**config.mk**
```make
export PLATFORM = sky130hd
export DESIGN_NAME = ate_front
export DESIGN_NICKNAME = d
export VERILOG_FILES = /design/src/rtl/ate_pkg.sv /design/src/rtl/ate_front.sv
export SDC_FILE = /design/constraint.sdc
export NUM_CORES = 2
export LEC_CHECK = 0
export BUFFER_PORTS_ARGS = -buffer_cell sky130_fd_sc_hd__buf_2
export CAP_MARGIN = 20
export CORE_ASPECT_RATIO = 1.4
export CORE_MARGIN = 4
export CORE_UTILIZATION = 65
export CTS_CLUSTER_DIAMETER = 80
export DETAILED_ROUTE_END_ITERATION = 16
export HOLD_SLACK_MARGIN = 0.02
export PLACE_DENSITY = 0.95
export SLEW_MARGIN = 20
export SYNTH_ARGS = -nofsm -noshare
export SYNTH_HDL_FRONTEND = slang
export SYNTH_SLANG_ARGS = --single-unit
```
**constraint.sdc**
```tcl
create_clock -name clk -period 22.2 [get_ports clk]
set_input_delay 5.55 -clock clk [delete_from_list [all_inputs] [get_ports clk]]
set_output_delay 5.55 -clock clk [all_outputs]
set_load 0.02 [all_outputs]
```
**src/rtl/ate_pkg.sv**
```systemverilog
// ----------------------------------------------------------------------------
// ate_pkg
// Shared types and constants for the animation time extrapolator.
// ----------------------------------------------------------------------------
package ate_pkg;

  localparam int unsigned TIME_W      = 32;
  localparam int unsigned DIV_STAGES  = 33;  // one quotient bit per stage
  localparam int unsigned QUEUE_DEPTH = 4;
  localparam int unsigned CFG_AW      = 5;

  localparam logic [TIME_W-1:0] FREQ_RESET  = 32'h0001_0000;
  localparam logic [TIME_W-1:0] PHASE_RESET = 32'h0000_0000;
  localparam logic [TIME_W-1:0] START_RESET = 32'h0000_0000;
  localparam logic [TIME_W-1:0] STOP_RESET  = 32'h0001_0000;

  typedef enum logic [1:0] {
    MODE_CYCLE     = 2'd0,
    MODE_REVERSE   = 2'd1,
    MODE_CONST     = 2'd2,
    MODE_CONST_ALT = 2'd3
  } mode_t;

  typedef enum logic [2:0] {
    REG_FREQ  = 3'd0,
    REG_PHASE = 3'd1,
    REG_START = 3'd2,
    REG_STOP  = 3'd3,
    REG_MODE  = 3'd4
  } reg_idx_t;

  // live configuration seen by front and back
  typedef struct packed {
    logic signed [TIME_W-1:0] freq;
    logic signed [TIME_W-1:0] phase;
    logic signed [TIME_W-1:0] start;
    logic signed [TIME_W-1:0] stop;
    mode_t                    mode;
  } cfg_t;

  // classified word handed from front to back
  typedef struct packed {
    logic              direct;   // result already known
    logic [TIME_W-1:0] value;    // direct result
    logic              sat;
    logic              neg;      // offset below start
    logic              rev;      // reverse mode
    logic [TIME_W:0]   mag;      // |time - start|
    logic [TIME_W-1:0] len;      // stop - start, positive
  } q_word_t;

endpackage

```
**src/rtl/ate_front.sv**
```systemverilog
// ----------------------------------------------------------------------------
// ate_front
// Scales each time (multiply, floor shift, phase add, saturate) and sorts it
// into a direct result or a wrap job for the divider.
// ----------------------------------------------------------------------------
module ate_front import ate_pkg::*; #(
  parameter int unsigned DEPTH = QUEUE_DEPTH,
  parameter int unsigned CNT_W = $clog2(DEPTH + 1)
) (
  input  logic                     clk,
  input  logic                     rst_n,
  input  cfg_t                     cfg,
  input  logic                     in_valid,
  output logic                     in_ready,
  input  logic signed [TIME_W-1:0] in_time,
  input  logic [CNT_W-1:0]         q_count,
  output logic                     push,
  output q_word_t                  push_word
);

  logic                       v1_r, v2_r;
  logic signed [2*TIME_W-1:0] prod_r;
  logic signed [TIME_W-1:0]   t_r;
  logic                       sat_r;
  logic signed [TIME_W+16:0]  sum;
  logic signed [TIME_W-1:0]   t_nxt;
  logic                       sat_nxt;
  logic [CNT_W+1:0]           used;
  logic                       accept;

  // credit: queue words plus words in flight must fit in the queue
  assign used     = (CNT_W + 2)'(q_count) + (CNT_W + 2)'(v1_r) + (CNT_W + 2)'(v2_r);
  assign in_ready = used < (CNT_W + 2)'(DEPTH);
  assign accept   = in_valid && in_ready;

  // floor shift, phase add, saturate
  always_comb begin
    sum = (TIME_W + 17)'(prod_r >>> 16) + (TIME_W + 17)'(cfg.phase);
    if (sum > (TIME_W + 17)'(32'sh7FFF_FFFF)) begin
      t_nxt   = 32'sh7FFF_FFFF;
      sat_nxt = 1'b1;
    end else if (sum < -(TIME_W + 17)'(33'sh0_8000_0000)) begin
      t_nxt   = 32'sh8000_0000;
      sat_nxt = 1'b1;
    end else begin
      t_nxt   = sum[TIME_W-1:0];
      sat_nxt = 1'b0;
    end
  end

  // pipeline registers
  always_ff @(posedge clk) begin
    if (!rst_n) begin
      v1_r <= 1'b0;
      v2_r <= 1'b0;
    end else begin
      v1_r <= accept;
      v2_r <= v1_r;
    end
    prod_r <= (2*TIME_W)'(cfg.freq) * (2*TIME_W)'(in_time);
    t_r    <= t_nxt;
    sat_r  <= sat_nxt;
  end

  // classify
  logic signed [TIME_W:0] d;
  logic signed [TIME_W:0] len;
  logic                   outside, cyc;
  always_comb begin
    d       = (TIME_W + 1)'(t_r) - (TIME_W + 1)'(cfg.start);
    len     = (TIME_W + 1)'(cfg.stop) - (TIME_W + 1)'(cfg.start);
    outside = (t_r < cfg.start) || (t_r > cfg.stop);
    cyc     = (cfg.mode == MODE_CYCLE) || (cfg.mode == MODE_REVERSE);
    push_word.sat    = sat_r;
    push_word.neg    = d[TIME_W];
    push_word.rev    = (cfg.mode == MODE_REVERSE);
    push_word.mag    = d[TIME_W] ? (TIME_W + 1)'(-d) : d;
    push_word.len    = len[TIME_W-1:0];
    push_word.direct = 1'b1;
    push_word.value  = t_r;
    if (outside) begin
      if (cyc) begin
        if (len <= 0) push_word.value = cfg.start;
        else          push_word.direct = 1'b0;
      end else if (t_r < cfg.start) begin
        push_word.value = cfg.start;
      end else if (t_r > cfg.stop) begin
        push_word.value = cfg.stop;
      end
    end
  end

  assign push = v2_r;

endmodule

```
== Yosys cells after proc, flatten, opt, wreduce, memory -nomap -nowiden ==
Index checks and enable logic that the tools add are counted.
W data, S select, Z words.
Storage, ports and cells
  output and inout port bits: 103
  memory bits (read-only): 0
  bits in latches: 0
  memory bits (writable): 0
  bits of input ports: 168
  register bits: 99
  memories: 0
Operators by class
  div/mod/pow operators: 0
  magnitude comparators: 6
  $mul: 1
  multiplexer cells: 10
  shifts and indexed selects: 0
  reductions and logical operators: 4
  bitwise gates (word level): 0
  $add $sub $neg: 6
  eq/ne operators: 1
Operators by type and width (number)
  $mux W32: 5
  $mux W33: 2
  $sub A32 B32 Y33: 2
  $mul A32 B32 Y64: 1
  $add A48 B32 Y49: 1
  $gt A49 B32 Y1 const B: 1
  $lt A49 B32 Y1 const B: 1
  $le A33 B1 Y1 const B: 1
  $neg A33 Y33: 1
  $gt A32 B32 Y1: 1
  $lt A32 B32 Y1: 1
  $add A4 B1 Y5: 1
  $lt A5 B3 Y1 const B: 1
  $add A3 B1 Y4: 1
  $mux W1: 3
  $eq A2 B1 Y1 const B: 1
  $logic_not A2 Y1: 1
  $logic_or A1 B1 Y1: 2
  $logic_and A1 B1 Y1: 1

== Logic depth before layout (Yosys ltp) ==
  word-level depth: 5
  depth in mapped cells: 29

== Worst setup path after synthesis ==
OpenSTA, ideal clock, no wires.
  path type: input port to output port
  from: input cfg[2] in the netlist's numbering
  to: output push_word[72] in the netlist's numbering
  required time: 16.650 ns
  setup slack: 6.891 ns
  arrival: 9.759 ns
  cell stages on the path: 14
  path through: inv_1 > ha_1 > fa_1 > nor2b_1 > o31ai_1 > a2111o_1 > a211o_1 > a31o_1 > a21oi_1 > o311ai_0 > or4_4 > a21bo_4 > buf_6 > a222oi_1
RTL lines
  from (decl): RTL line ate_front.sv:12  | input cfg_t cfg,
  to (decl): RTL line ate_front.sv:18  | output q_word_t push_word

==> out/results.ini <==
[cells_and_area]
drive_gt1_share_pct = 6.35
nFillCells = 5057
syn_to_final_growth_pct = 4.17
fin_area_um2 = 49300
final_nets = 6989

[synthesis]
ys.flop_type = dfxtp_1
synth_edf_count = 0
synth_cells = 5390
yosys.area.top_type_share_pct = 45.9
ys_async_sr_fraction_pct = 0
syn_area_per_cell_um2 = 8.78
yosys-top-cells-count = inv_1, fa_1, nand2_1, and2_1, ha_1
synth_area_leaders = fa_1, inv_1, ha_1
ys_ff_latch = 83
synth_top_area_cell = fa_1
synthesis.nets = 6969
yosysWarnings = 0
synth.distinct_cells = 89
syn_area_um2 = 47300
synth.most_common_cell = inv_1
seq_area_frac_synth_pct = 3.51

[detailed_routing]
wl_met3_mm = 17.4
wl_per_cell_um = 25.7
wl_met2_mm = 77.8
highest_layer = met5
drtIter0Drc = 3791
via_count = 41150
wirelength_met1_mm = 48.9
route.detailed.drc = 0
wl_mm = 164
first_pass_iters = 10
ant_nets = 0
post_drt_via_cell_ratio = 6.46

[setup_path]
required_ps = 16650
crit_start = cfg[44]
crit_arrival_ps = 10510
cp-end-kind = primary output
r2r_start = prod_r[16]
criticalPathCategory = input pin to primary output
cp-start-kind = input pin
path_max_fanout = 23
reg2regPathDepth = 14

[min_path]
hold_depth = 1
hp-start = v1_r
hold_class = register to register

[floorplanning]
initial_core_util_pct = 65.8
fp-row-count = 116
die_x_um = 236
io-pin-count = 271
die-area_um2 = 77200
core_um2 = 71800
die_h_um = 327

[sta]
finalSetupViolCount = 0
fmax_mhz = 62.3
finClkSkew_ps = 16.8
finalHoldViolCount = 0
min_period_ps = 16060
drv_slew = 0
tns_ps = 0
rsz0062_at_grt = false
period_share_pct = 72.4
tightest_slew_ps = 1160
holdWs_ps = 472
maxSlewHeadroom_pct = 22.2

[clock_tree]
cts_tree = built
ctsHoldBuffers = 0
post_cts_resized = 0
clk_path_buf_depth = 2
path_clk_slew_ps = 80
worstSkewPairLatency_ps = 370
post_cts_buffers = 0
htreeDepth = 3
cts_made_buffers = 9
clkSinkCount = 83
root_buffer = clkbuf_16

[placed_design]
port_buffers = 270
gp_congestion = 1.08
place_area_um2 = 48900
dp_hpwl_mm = 131

[grt]
grt_pass1_wl_mm = 253
grt_max_degree = 61
gr-total-overflow = 0
gr-usage-all-layers_pct = 42.6
antenna_found_initial = 15
grt_pass1_vias = 46115

[status]
status = finished clean

[run]
cap_viol_max_count = 0

-- critical path, stage by stage --
cell and delay (ps):
buf_2 80, inv_1 150, ha_1 560, and4_1 320, nor3b_1 390, o21ai_0 210
a211oi_1 460, nor2_1 140, o311ai_0 430, and3_1 220, a2bb2oi_1 790, inv_1 600
o21ai_1 270, xor2_1 170, buf_2 180
-- logic make-up (layout without fill, tap and decap cells) --
logic type | count (synthesis) | after routing | synth area share (%)
muxes | 7 | 7 | 0.156
xor gates and xnor gates | 201 | 201 | 3.72
other | 0 | 11 | 0
DFF | 83 | 83 | 3.51
buffers and inverters | 1414 | 1439 | 11.3
and+or+nand+nor | 1607 | 1607 | 17.0
adders and majority gates | 1411 | 1411 | 54.5
AOI/OAI and AO/OA | 667 | 667 | 9.76
-- placed cells by master, fill, tap and decap left out, types with 91 or more instances in the layout --
master and instances:
nand2_1 610, fa_1 1084, o21ai_0 91, buf_2 270, nor3_1 101, ha_1 327, a21oi_1 160, and2_1 522
inv_1 1134, nor2_1 133, xnor2_1 133
-- metrics by stage --
stage,utilization (%),worst slack [ps],std cells
after floorplan,-,6890,5390
after global placement,68.1,6480,6342
after detailed placement,68.1,6230,6342
after CTS,68.5,6250,6358
after global routing,68.6,5820,6361
final,68.6,6140,6370
-- layer usage --
metal,track usage (%),vias up
met3,10.7,1282
li1,-,16656
met1,44.3,20104
met5,0,-
met4,38.3,8
met2,71.0,3100
-- layout make-up --
class | instances | area, um^2 | area share [%]
sequential | 83 | 1660 | 3.37
clock buffer | 9 | 225 | 0.457
antenna | 11 | 27.5 | 0.0559
clock inverter | 7 | 98.8 | 0.201
multi-input combinational | 3893 | 40300 | 81.8
timing repair buffer | 289 | 1500 | 3.05
tap | 944 | 1180 | 2.40
inverter | 1134 | 4260 | 8.64
-- flip-flops by register name, indices dropped and copies added (netlist names) --
name,flops
push,1
t_r,32
sat_r,1
v1_r,1
prod_r,48
-- final timing paths --
check | slack (ps) | to
max | 6140 | push_word[56]
max reg2reg | 16110 | t_r[28]
min | 470 | push
min reg2reg | 470 | push
Power is not shown: default switching activity piles up to over one toggle a cycle in this logic, so the estimate is an artifact.
