===== src/rtl/ate_pkg.sv =====
// ----------------------------------------------------------------------------
// ate_pkg
// Shared types and constants for the animation time extrapolator.
// ----------------------------------------------------------------------------
package ate_pkg;

  localparam int unsigned TIME_W      = 32;
  localparam int unsigned DIV_STAGES  = 33;  // one quotient bit per stage
  localparam int unsigned QUEUE_DEPTH = 4;
  localparam int unsigned CFG_AW      = 5;

  localparam logic [TIME_W-1:0] FREQ_RESET  = 32'h0001_0000;
  localparam logic [TIME_W-1:0] PHASE_RESET = 32'h0000_0000;
  localparam logic [TIME_W-1:0] START_RESET = 32'h0000_0000;
  localparam logic [TIME_W-1:0] STOP_RESET  = 32'h0001_0000;

  typedef enum logic [1:0] {
    MODE_CYCLE     = 2'd0,
    MODE_REVERSE   = 2'd1,
    MODE_CONST     = 2'd2,
    MODE_CONST_ALT = 2'd3
  } mode_t;

  typedef enum logic [2:0] {
    REG_FREQ  = 3'd0,
    REG_PHASE = 3'd1,
    REG_START = 3'd2,
    REG_STOP  = 3'd3,
    REG_MODE  = 3'd4
  } reg_idx_t;

  // live configuration seen by front and back
  typedef struct packed {
    logic signed [TIME_W-1:0] freq;
    logic signed [TIME_W-1:0] phase;
    logic signed [TIME_W-1:0] start;
    logic signed [TIME_W-1:0] stop;
    mode_t                    mode;
  } cfg_t;

  // classified word handed from front to back
  typedef struct packed {
    logic              direct;   // result already known
    logic [TIME_W-1:0] value;    // direct result
    logic              sat;
    logic              neg;      // offset below start
    logic              rev;      // reverse mode
    logic [TIME_W:0]   mag;      // |time - start|
    logic [TIME_W-1:0] len;      // stop - start, positive
  } q_word_t;

endpackage


===== src/rtl/ate_queue.sv =====
// ----------------------------------------------------------------------------
// ate_queue
// Short FIFO between front and back.
// ----------------------------------------------------------------------------
module ate_queue import ate_pkg::*; #(
  parameter int unsigned DEPTH = QUEUE_DEPTH,
  parameter int unsigned CNT_W = $clog2(DEPTH + 1),
  parameter int unsigned IDX_W = $clog2(DEPTH)
) (
  input  logic             clk,
  input  logic             rst_n,
  input  logic             push,
  input  q_word_t          push_word,
  input  logic             pop,
  output logic             empty,
  output q_word_t          head,
  output logic [CNT_W-1:0] count
);

  q_word_t          mem_r [DEPTH];
  logic [IDX_W-1:0] wr_r, rd_r;
  logic [CNT_W-1:0] cnt_r;

  assign empty = (cnt_r == '0);
  assign head  = mem_r[rd_r];
  assign count = cnt_r;

  function automatic logic [IDX_W-1:0] bump(input logic [IDX_W-1:0] p);
    return (p == IDX_W'(DEPTH - 1)) ? '0 : p + 1'b1;
  endfunction

  // pointers and fill count
  always_ff @(posedge clk) begin
    if (!rst_n) begin
      wr_r  <= '0;
      rd_r  <= '0;
      cnt_r <= '0;
    end else begin
      if (push) wr_r <= bump(wr_r);
      if (pop)  rd_r <= bump(rd_r);
      cnt_r <= cnt_r + CNT_W'(push) - CNT_W'(pop);
    end
    if (push) mem_r[wr_r] <= push_word;
  end

  a_no_overflow: assert property (@(posedge clk) disable iff (!rst_n)
    !(push && !pop && cnt_r == CNT_W'(DEPTH)))
    else $error("queue overflow");
  a_no_underflow: assert property (@(posedge clk) disable iff (!rst_n)
    !(pop && empty))
    else $error("queue underflow");
  a_count_range: assert property (@(posedge clk) disable iff (!rst_n)
    cnt_r <= CNT_W'(DEPTH))
    else $error("queue count out of range");

endmodule


===== config.mk =====
export PLATFORM = sky130hd
export DESIGN_NAME = ate_queue
export DESIGN_NICKNAME = d
export VERILOG_FILES = /design/src/rtl/ate_pkg.sv /design/src/rtl/ate_queue.sv
export SDC_FILE = /design/constraint.sdc
export NUM_CORES = 1
export LEC_CHECK = 0
export BUFFER_PORTS_ARGS = -buffer_cell sky130_fd_sc_hd__clkbuf_2
export CAP_MARGIN = 15
export CORE_UTILIZATION = 47
export CTS_CLUSTER_DIAMETER = 50
export DETAILED_ROUTE_END_ITERATION = 10
export PLACE_DENSITY = 0.7
export SLEW_MARGIN = 15
export SYNTH_ARGS = -nofsm -noshare
export SYNTH_HDL_FRONTEND = slang
export SYNTH_SLANG_ARGS = --single-unit

===== constraint.sdc =====
create_clock -name clk -period 3.2 [get_ports clk]
set_input_delay 0.64 -clock clk [delete_from_list [all_inputs] [get_ports clk]]
set_output_delay 0.64 -clock clk [all_outputs]
set_load 0.005 [all_outputs]

# Word-level counts from Yosys, hierarchy flattened
# Memories as Yosys holds them, arrays and structs flattened. A register that Yosys moved wholly into a read port is not among the register bits.
# Cells that the tools add are included.
# classes
add_sub_neg	4
n_eq_ne	2
muxes	6
reduce_logical	1
# op_table
operator	n
2-bit two-way mux	4
2-bit by 1-bit adder with 2-bit output, second input constant	2
2-bit equality test, second input constant	2
3-bit by 1-bit adder with 3-bit output	1
3-bit logical NOT	1
3-bit by 1-bit subtractor with 3-bit output	1
1-bit two-way mux	2
# totals
reg_bits	7
mem_bits_rw	404
wordCells	17
memories	1
# mem_list
name	depth	word_bits	read_ports	rd_ports_with_merged_regs	wr	line_no	text
mem_r	4	101	1	1	1	ate_queue.sv:20	q_word_t mem_r [DEPTH];

# Logic depth before layout (Yosys ltp)
# Gate-level depths: netlist of the first run.
# depth
ltp_word	4
ltp_mapped	8
ltp_nobuf	8

# Worst setup path before layout of the first run
# Ideal clock, no wire load.
# synth_timing
kind	in2reg
from	in push
to	mem mem_r[0][0] (netlist bit), enable pin
setup_time_ps	471
t_arrival_ps	2971
t_required_ps	2729
setup_slack_ps	-242
cell_stages	1
cell_sequence	and2_1
# synth_between
elab_chain_len	2
# synth_rtl
element	line_no	text
start, declared	ate_queue.sv:12	input logic push,
1-bit two-way mux	ate_queue.sv:43	if (push) mem_r[wr_r] <= push_word;
1-bit two-way mux (not written as such)	ate_queue.sv:43	
end, declared	ate_queue.sv:20	
# Every way passes these cells.

==> impl_metrics.toml, run 1 <==
[worst_setup_path]
start_kind = "register"
worst_ep_arrival_time_ps = 2020
cp_max_fo = 52
worstPathRequired_ps = 2560
worstSetupPathType = "register to output pin"
end_kind = "output pin"

[timing]
min_period_over_period_pct = 83.15
relSlewSlack_pct = 70.10
fmax_mhz = 375.8
setup_ws_ps = 539.2
post-route-min-period_ps = 2661
final-setup-viol-count = 0
skew_ps = 20.74
rsz0062_at_grt = "no"
hold_violations = 0
slew_viol_final = 0
tightest_slew_ps = 448.5
tns_ps = 0

[synthesis]
ys.warnings.count = 0
synthTopCellsByCount = "edfxtp_1, mux4_2, buf_2, buf_6, dfxtp_1"
synth-compound-area-share_pct = 0.06664
synth_area_leader_cell = "edfxtp_1"
avgSynthCellArea_um2 = 26.40
netlist_instances = 569
syn-num-nets = 682
ys_top_cells_by_area = "edfxtp_1, mux4_2, dfxtp_1"
synthSimpleGateAreaFrac_pct = 0.5414
synthAdderAreaFrac_pct = 0.7164
syn-cell-area_um2 = 15020
synth.mux.area_fraction_pct = 15.28
yosysSeqAreaShare_pct = 81.97
synth.top_cell.area_share_pct = 80.77
synth_edf_count = 404
synthMostInstantiatedCell = "edfxtp_1"
synth_async_sr_flop_share_pct = 0
synth_top_family_by_area = "multiplexers"
synth_xor_area_share_pct = 0.1499
yosys.cell_types.count = 17
synth_ff_type = "edfxtp_1"
synth-seq-cells = 413

[clock_network]
clockBufferDepth = 3
clock_latency_ps = 540
path_clk_slew_ps = 60
cts.htree.levels = 2
cts_root_buf = "clkbuf_16"
cts_hold_buf = 0
cts-resized-gates = 0
cts_tree = "done"
postCtsSetupBuffers = 0
cts_buffers = 43
cts_sinks = 413

[pwr]
combPwrFrac_pct = 7.8
seq_power_share_pct = 52.4
pwr-share-clk_pct = 39.8
p_switching_mw = 2.442
p_sw_share_pct = 20.54
leakage_nw = 6.121
power_density_nw_per_um2 = 660.3
internal_power_mw = 9.448
p_total_mw = 11.89
peakVddDrop_mv = 0.5887

[drt]
final_antenna_net_count = 0
drt-total-wl_um = 26530
vias_per_cell = 5.298
drc_errors = 0
first_pass_iters = 4
vias = 6628
wire_per_inst_um = 21.21
dr.first_iter.drc_count = 427

[die]
die_y_um = 180.8
start_util_pct = 47.72
io_pins = 210
dieArea_um2 = 32680
core_area_um2 = 31470
die_w_um = 180.8
rows = 65

[global_routing]
overflow = 0
antenna_found_initial = 2
grt_max_degree = 53
grtUsageTotal_pct = 16.45
grt_pass1_vias = 7093
grt_pass1_wl_um = 40370

[final_layout]
final_nets = 929
fillCellCount = 2305
drive_above_1_share_pct = 46.34
final_area_um2 = 18010
area_growth_syn_to_layout_pct = 19.87

[status]
status = "complete, no violations"

[placement]
gp_congestion = 0.6861
pre_cts_ws_ps = 1047
dp_hpwl_um = 16220
port_buffers = 209
placed_cell_area_um2 = 16650

[run]
maxCapViolCount = 0

[min_path]
hold_class = "input port to register"
worst max-delay path: stages (launching register included):
cell      delay [ps]
dfxtp_4          380
buf_12           340
mux4_2           580
clkbuf_2         130
final cells by class:
class | count | area [um2] | share of cell area, %
clock inverters | 24 | 235.2 | 1.306
clock buffers | 53 | 1114 | 6.184
multi-input cells | 128 | 2526 | 14.03
inverters | 6 | 22.52 | 0.1251
flip-flops and latches | 413 | 12320 | 68.42
repair buffers | 224 | 1284 | 7.129
diodes | 1 | 2.502 | 0.01390
well taps | 402 | 503.0 | 2.793
logic make-up after synthesis:
kind of cell | after synthesis
DFF | 413
muxes | 103
buffers and inverters | 28
and+or+nand+nor | 14
adders and majority gates | 8
AOI/OAI and AO/OA | 2
xor gates and xnor gates | 1
stage by stage:
stage | std cells | util [%] | hold WS, ps
6_report | 1251 | 57.21 | 324.0
5_1_grt | 1250 | 57.20 | 303.4
4_1_cts | 1250 | 57.20 | 296.6
3_5_place_dp | 1173 | 52.92 | 515.0
3_3_place_gp | 1173 | 52.92 | 512.4
2_1_floorplan | 569 | - | 476.0
layer usage:
metal  routed length [um]  part of all wire (%)  GRT usage (%)  vias up
li1                     -                     -              -     2974
met1                10340                    39          19.71     3426
met2                13850                    52          28.60      183
met3                 1775                   6.7          4.979       43
met4                  549                   2.1          5.026        2
met5                   11                 0.041              0        -
cell usage in the layout, fill, tap and decap left out:
master / count
clkbuf_16: 43
clkbuf_1: 10
buf_12: 10
fa_1: 1
clkinv_2: 6
and2_1: 1
and2_4: 4
mux4_2: 101
nor3_1: 1
ha_1: 7
xnor3_1: 1
clkbuf_2: 209
or3b_2: 2
clkinv_1: 7
diode_2: 1
a21oi_1: 2
clkinv_4: 1
dfxtp_1: 7
clkinvlp_4: 2
bufinv_16: 4
nor2_1: 4
inv_1: 6
buf_4: 5
nand2b_1: 2
inv_6: 4
mux2i_1: 2
dfxtp_4: 2
edfxtp_1: 404
power by group through the flow:
| stage | combinational [mW] | sequential (mW) | clock, mW |
|---|---|---|---|
| after floorplan | 0.516 | 6.34 | 0 |
| after global placement | 0.944 | 6.34 | 0 |
| after detailed placement | 0.956 | 6.35 | 0 |
| after CTS | 0.959 | 6.24 | 4.86 |
| after global routing | 1.01 | 6.25 | 5.07 |
| final | 0.928 | 6.23 | 4.73 |
worst paths after layout:
| path | startpoint | to | slack, ps | depth (start not counted) |
|---|---|---|---|---|
| worst min register to register | rd_r[0]$_SDFFE_PN0P_ | register | 520 | 2 |
| worst min-delay path | push_word[62] | mem_r[0][62]$_DFFE_PP_ | 320 | 1 |
| worst max register to register | wr_r[0]$_SDFFE_PN0P_ | mem_r[0][81]$_DFFE_PP_ | 1480 | 4 |
| worst max-delay path | register | head[64] | 540 | 3 |
state kept, by name, summed over array words and instances (netlist names), named ones only:
signal	count
mem_r	404
count	3
rd_r	2
wr_r	2
Power figures use the tool's default switching activity.
==> run 2: changes to the inputs <==
==> constraint.sdc (replaced) <==
create_clock -name clk -period 2.25 [get_ports clk]
set_input_delay 0.45 -clock clk [delete_from_list [all_inputs] [get_ports clk]]
set_output_delay 0.45 -clock clk [all_outputs]
set_load 0.005 [all_outputs]
==> run 2 against run 1 <==
The run now ends with negative setup slack left. Clock skew is 7.2 ps lower. Clock power rose by 42%. Sequential cell count unchanged. Clock-buffer cell count up 3. Final area is 3.2% higher. Routed wire length grew 8.1%. Largest power group unchanged. Highest routed layer unchanged.
==> impl_metrics.toml, run 2 (synthesis results as in run 1) <==
[timing]
fmax_mhz = 413.4
hold_violations = 0
relSlewSlack_pct = 65.58
setup_ws_ps = -169.2
skew_ps = 13.55
tightest_slew_ps = 516.3
rsz0062_at_grt = "yes"
slew_viol_final = 0
post-route-min-period_ps = 2419
final-setup-viol-count = 101
tns_ps = -11480
hold_slack_ps = 134.6
min_period_over_period_pct = 107.5

[drt]
drt-total-wl_um = 28670
vias_per_cell = 5.288
final_antenna_net_count = 0
dr.first_iter.drc_count = 549
wire_per_inst_um = 22.40
first_pass_iters = 4
vias = 6768
drc_errors = 0

[final_layout]
largest-register = "mem_r"
final_area_um2 = 18580
largest_register_ffs = 404
multi_input_area_um2 = 2526
fillCellCount = 2223
drive_above_1_share_pct = 47.89
final_cell_mix = "edfxtp_1, clkbuf_2, mux4_2"
seq_area_um2 = 12320
final_nets = 954
area_growth_syn_to_layout_pct = 23.71
final_common_cell = "edfxtp_1"

[die]
core_area_um2 = 31470
die_y_um = 180.8
die_w_um = 180.8
start_util_pct = 47.72
dieArea_um2 = 32680
io_pins = 210
rows = 65

[worst_setup_path]
reg2reg_to = "count[2]$_SDFF_PN0_"
r2r_cells = 8
worstSetupPathType = "register to output pin"
worst_ep_arrival_time_ps = 1970
crit_top_cell = "buf_12"
end_kind = "output pin"
cp_max_fo = 6
crit_chain = "buf_12, buf_12, buf_16, mux4_2, buf_6"
worstPathRequired_ps = 1800
r2r-start = "count[0]$_SDFF_PN0_"
start_kind = "register"
cpPeakStageDelay_ps = 510
r2r_setup_slack_ps = 610
crit_path_top_delay_cell = "mux4_2"

[status]
status = "complete, but fails checks"
failed_checks = "negative setup slack"

[global_routing]
grt_pass1_wl_um = 43520
grtUsageTotal_pct = 17.94
grt_max_degree = 56
overflow = 0
antenna_found_initial = 4
grt_pass1_vias = 7267

[clock_network]
clock_latency_ps = 530
cts_tree = "done"
cts_root_buf = "clkbuf_16"
cts_sinks = 413
path_clk_slew_ps = 60
cts_hold_buf = 0
cts_buffers = 44
cts.htree.levels = 2
clockBufferDepth = 3

[placement]
gp_congestion = 0.7239
placed_cell_area_um2 = 16770
dp_hpwl_um = 16960
port_buffers = 209
pre_cts_ws_ps = 323.5

[run]
maxCapViolCount = 0

[pwr]
p_total_mw = 17.09
leakage_nw = 6.358
power_density_nw_per_um2 = 920.0
peakVddDrop_mv = 0.7164

[min_path]
hold_end = "mem_r[0][90]$_DFFE_PP_"
hold_depth = 1
hold_class = "input port to register"
min_from = "push_word[90]"
## run 2: layout make-up
| type | count | share of cell area, % |
|---|---|---|
| Multi-Input combinational cell | 128 | 13.60 |
| Inverter | 6 | 0.1212 |
| Clock inverter | 24 | 1.030 |
| Clock buffer | 56 | 6.282 |
| Sequential cell | 413 | 66.30 |
| Timing Repair Buffer | 248 | 9.925 |
| Antenna cell | 3 | 0.04040 |
| Tap cell | 402 | 2.707 |
## run 2: routing by layer
metal  GRT usage [%]  vias up  part of all wire (%)
met5               0        -                 0.042
met4           5.265        2                   2.0
met3           5.322       40                   6.7
met2           29.70      190                    50
met1           23.06     3509                    41
li1                -     3027                     -
## run 2: power by group
group	leakage (nW)	internal, mW	switching, mW
Sequential	3.79	8.78	0.0950
Combinational	1.92	0.795	0.703
Clock	0.651	3.92	2.80
## run 2: worst max path at each step
stage,start,slack [ps],cells after the start,endpoint
after floorplan,wr_r[0]$_SDFFE_PN0P_,20,3,mem_r[2][0]$_DFFE_PP_
after global placement,register,340,3,head[62]
after detailed placement,register,320,3,head[31]
after CTS,register,-200,5,head[31]
after global routing,register,-240,5,head[0]
final,register,-170,5,head[0]
## run 2: metrics by stage
| step | instances | util, % |
|---|---|---|
| 2_1_floorplan | 569 | - |
| 6_report | 1280 | 59.04 |
| 3_5_place_dp | 1179 | 53.30 |
| 4_1_cts | 1276 | 58.91 |
| 3_3_place_gp | 1179 | 53.30 |
| 5_1_grt | 1278 | 59.02 |
## run 2: timing repair
| action | in CTS | in global routing |
|---|---|---|
| gates resized for setup | 18 | 5 |
| endpoints found under the setup margin | 101 | 101 |
| setup buffers | 7 | 0 |
| cloned | 10 | 1 |
## run 2: critical path: cells and delay by family, from the launching register on
family                 cells  cell delay, ps
multiplexers               1             510
buffers and inverters      4             530
flip-flops                 1             380
==> run 3: changes to the inputs <==
--- a/config.mk
+++ b/config.mk
@@ -10,7 +10,7 @@
 export CORE_UTILIZATION = 47
 export CTS_CLUSTER_DIAMETER = 50
 export DETAILED_ROUTE_END_ITERATION = 10
-export PLACE_DENSITY = 0.7
+export PLACE_DENSITY = 0.67
 export SLEW_MARGIN = 15
 export SYNTH_ARGS = -nofsm -noshare
 export SYNTH_HDL_FRONTEND = slang
==> constraint.sdc (replaced) <==
create_clock -name clk -period 2.85 [get_ports clk]
set_input_delay 0.57 -clock clk [delete_from_list [all_inputs] [get_ports clk]]
set_output_delay 0.57 -clock clk [all_outputs]
set_load 0.005 [all_outputs]
==> run 3 against run 2 <==
The flow now finishes without violations. Setup slack improved by 350 ps. Final area decreased by 3.0%. Sequential power decreased by 21%. Critical path type unchanged. Critical endpoint is now head[56].
==> impl_metrics.toml, run 3 (synthesis results as in run 1) <==
[die]
die_w_um = 180.8
die_y_um = 180.8
dieArea_um2 = 32680
start_util_pct = 47.72
rows = 65
core_area_um2 = 31470
io_pins = 210

[worst_setup_path]
r2r_cells = 4
worst_ep_arrival_time_ps = 2100
crit_path_top_delay_cell = "mux4_2"
start_kind = "register"
r2r-start = "wr_r[0]$_SDFFE_PN0P_"
crit_buf_inv = 2
crit_chain = "buf_12, mux4_2, clkbuf_2"
end_kind = "output pin"
cp_max_fo = 59
cpPeakStageDelay_ps = 610
worstPathRequired_ps = 2280
worstSetupPathType = "register to output pin"
cp_top_family = "multiplexers"
reg2reg_to = "mem_r[2][10]$_DFFE_PP_"
r2r_setup_slack_ps = 1140

[pwr]
power_density_nw_per_um2 = 743.4
peakVddDrop_mv = 0.4961
leakage_nw = 6.131

[timing]
relSlewSlack_pct = 65.16
hold_violations = 0
rsz0062_at_grt = "no"
slew_viol_final = 0
hold_slack_ps = 260.3
skew_ps = 10.22
tightest_slew_ps = 522.5
final-setup-viol-count = 0
min_period_over_period_pct = 93.73
fmax_mhz = 374.4
setup_ws_ps = 178.7
tns_ps = 0
post-route-min-period_ps = 2671

[global_routing]
grt_pass1_wl_um = 41280
grt_max_degree = 60
grtUsageTotal_pct = 16.73
overflow = 0
antenna_found_initial = 1
grt_pass1_vias = 7326

[clock_network]
cts.htree.levels = 2
cts_tree = "done"
cts-resized-gates = 0
cts_root_buf = "clkbuf_16"
cts_sinks = 413
cts_buffers = 43
clock_latency_ps = 520
postCtsSetupBuffers = 0
path_clk_slew_ps = 60
clockBufferDepth = 3
cts_hold_buf = 0

[placement]
port_buffers = 209
dp_hpwl_um = 16530
pre_cts_ws_ps = 698.2
gp_congestion = 0.7003
place_inst = 1170

[final_layout]
largest_register_ffs = 404
instances_no_fill = 1250
largest-register = "mem_r"
final_nets = 926
area_growth_syn_to_layout_pct = 20.03
final_cell_mix = "edfxtp_1, clkbuf_2, mux4_2"
drive_above_1_share_pct = 46.64
seq_area_um2 = 12320
fillCellCount = 2265
final_common_cell = "edfxtp_1"
multi_input_area_um2 = 2526

[drt]
dr.first_iter.drc_count = 460
drc_errors = 0
vias_per_cell = 5.394
final_antenna_net_count = 0
wire_per_inst_um = 21.53
first_pass_iters = 4
vias = 6743
drt-total-wl_um = 26910

[min_path]
hold_end = "mem_r[0][71]$_DFFE_PP_"
hold_class = "input port to register"
min_from = "push_word[71]"
hold_depth = 1

[run]
maxCapViolCount = 0

[status]
status = "complete, no violations"
## run 3: per-layer routing
layer | up-vias | part of all wire (%) | GRT usage (%)
met5 | - | 0 | 0
met4 | 0 | 2.1 | 5.265
met3 | 45 | 6.0 | 4.031
met2 | 198 | 53 | 29.16
met1 | 3559 | 39 | 20.67
li1 | 2941 | - | -
## run 3: area by class of cell
class | count | share of cell area, %
Multi-Input combinational cell | 128 | 14.01
Clock buffer | 54 | 6.489
Inverter | 6 | 0.1249
Antenna cell | 1 | 0.01388
Clock inverter | 25 | 1.180
Timing Repair Buffer | 221 | 7.065
Tap cell | 402 | 2.790
Sequential cell | 413 | 68.33
## run 3: report_power, final
group	leakage, nW	switching [mW]	total, mW	internal, mW
Sequential	3.79	0.0759	7.01	6.93
Combinational	1.66	0.515	1.04	0.523
Clock	0.680	2.16	5.36	3.19
Total	6.13	2.75	13.4	10.6
## run 3: how the worst max path moves through the flow
stage	end	cells past startpoint
after CTS	head[56]	3
after floorplan	mem_r[3][0]$_DFFE_PP_	1
after detailed placement	head[56]	3
after global placement	head[2]	3
after global routing	head[56]	3
final	head[56]	3
## run 3: metrics by stage
step	power, mW	cell area (um2)	utilization (%)
5_1_grt	13.86	18030	57.28
4_1_cts	13.56	18030	57.28
3_3_place_gp	8.158	16640	52.88
3_5_place_dp	8.207	16640	52.88
6_report	13.40	18030	57.28
2_1_floorplan	7.698	15030	-
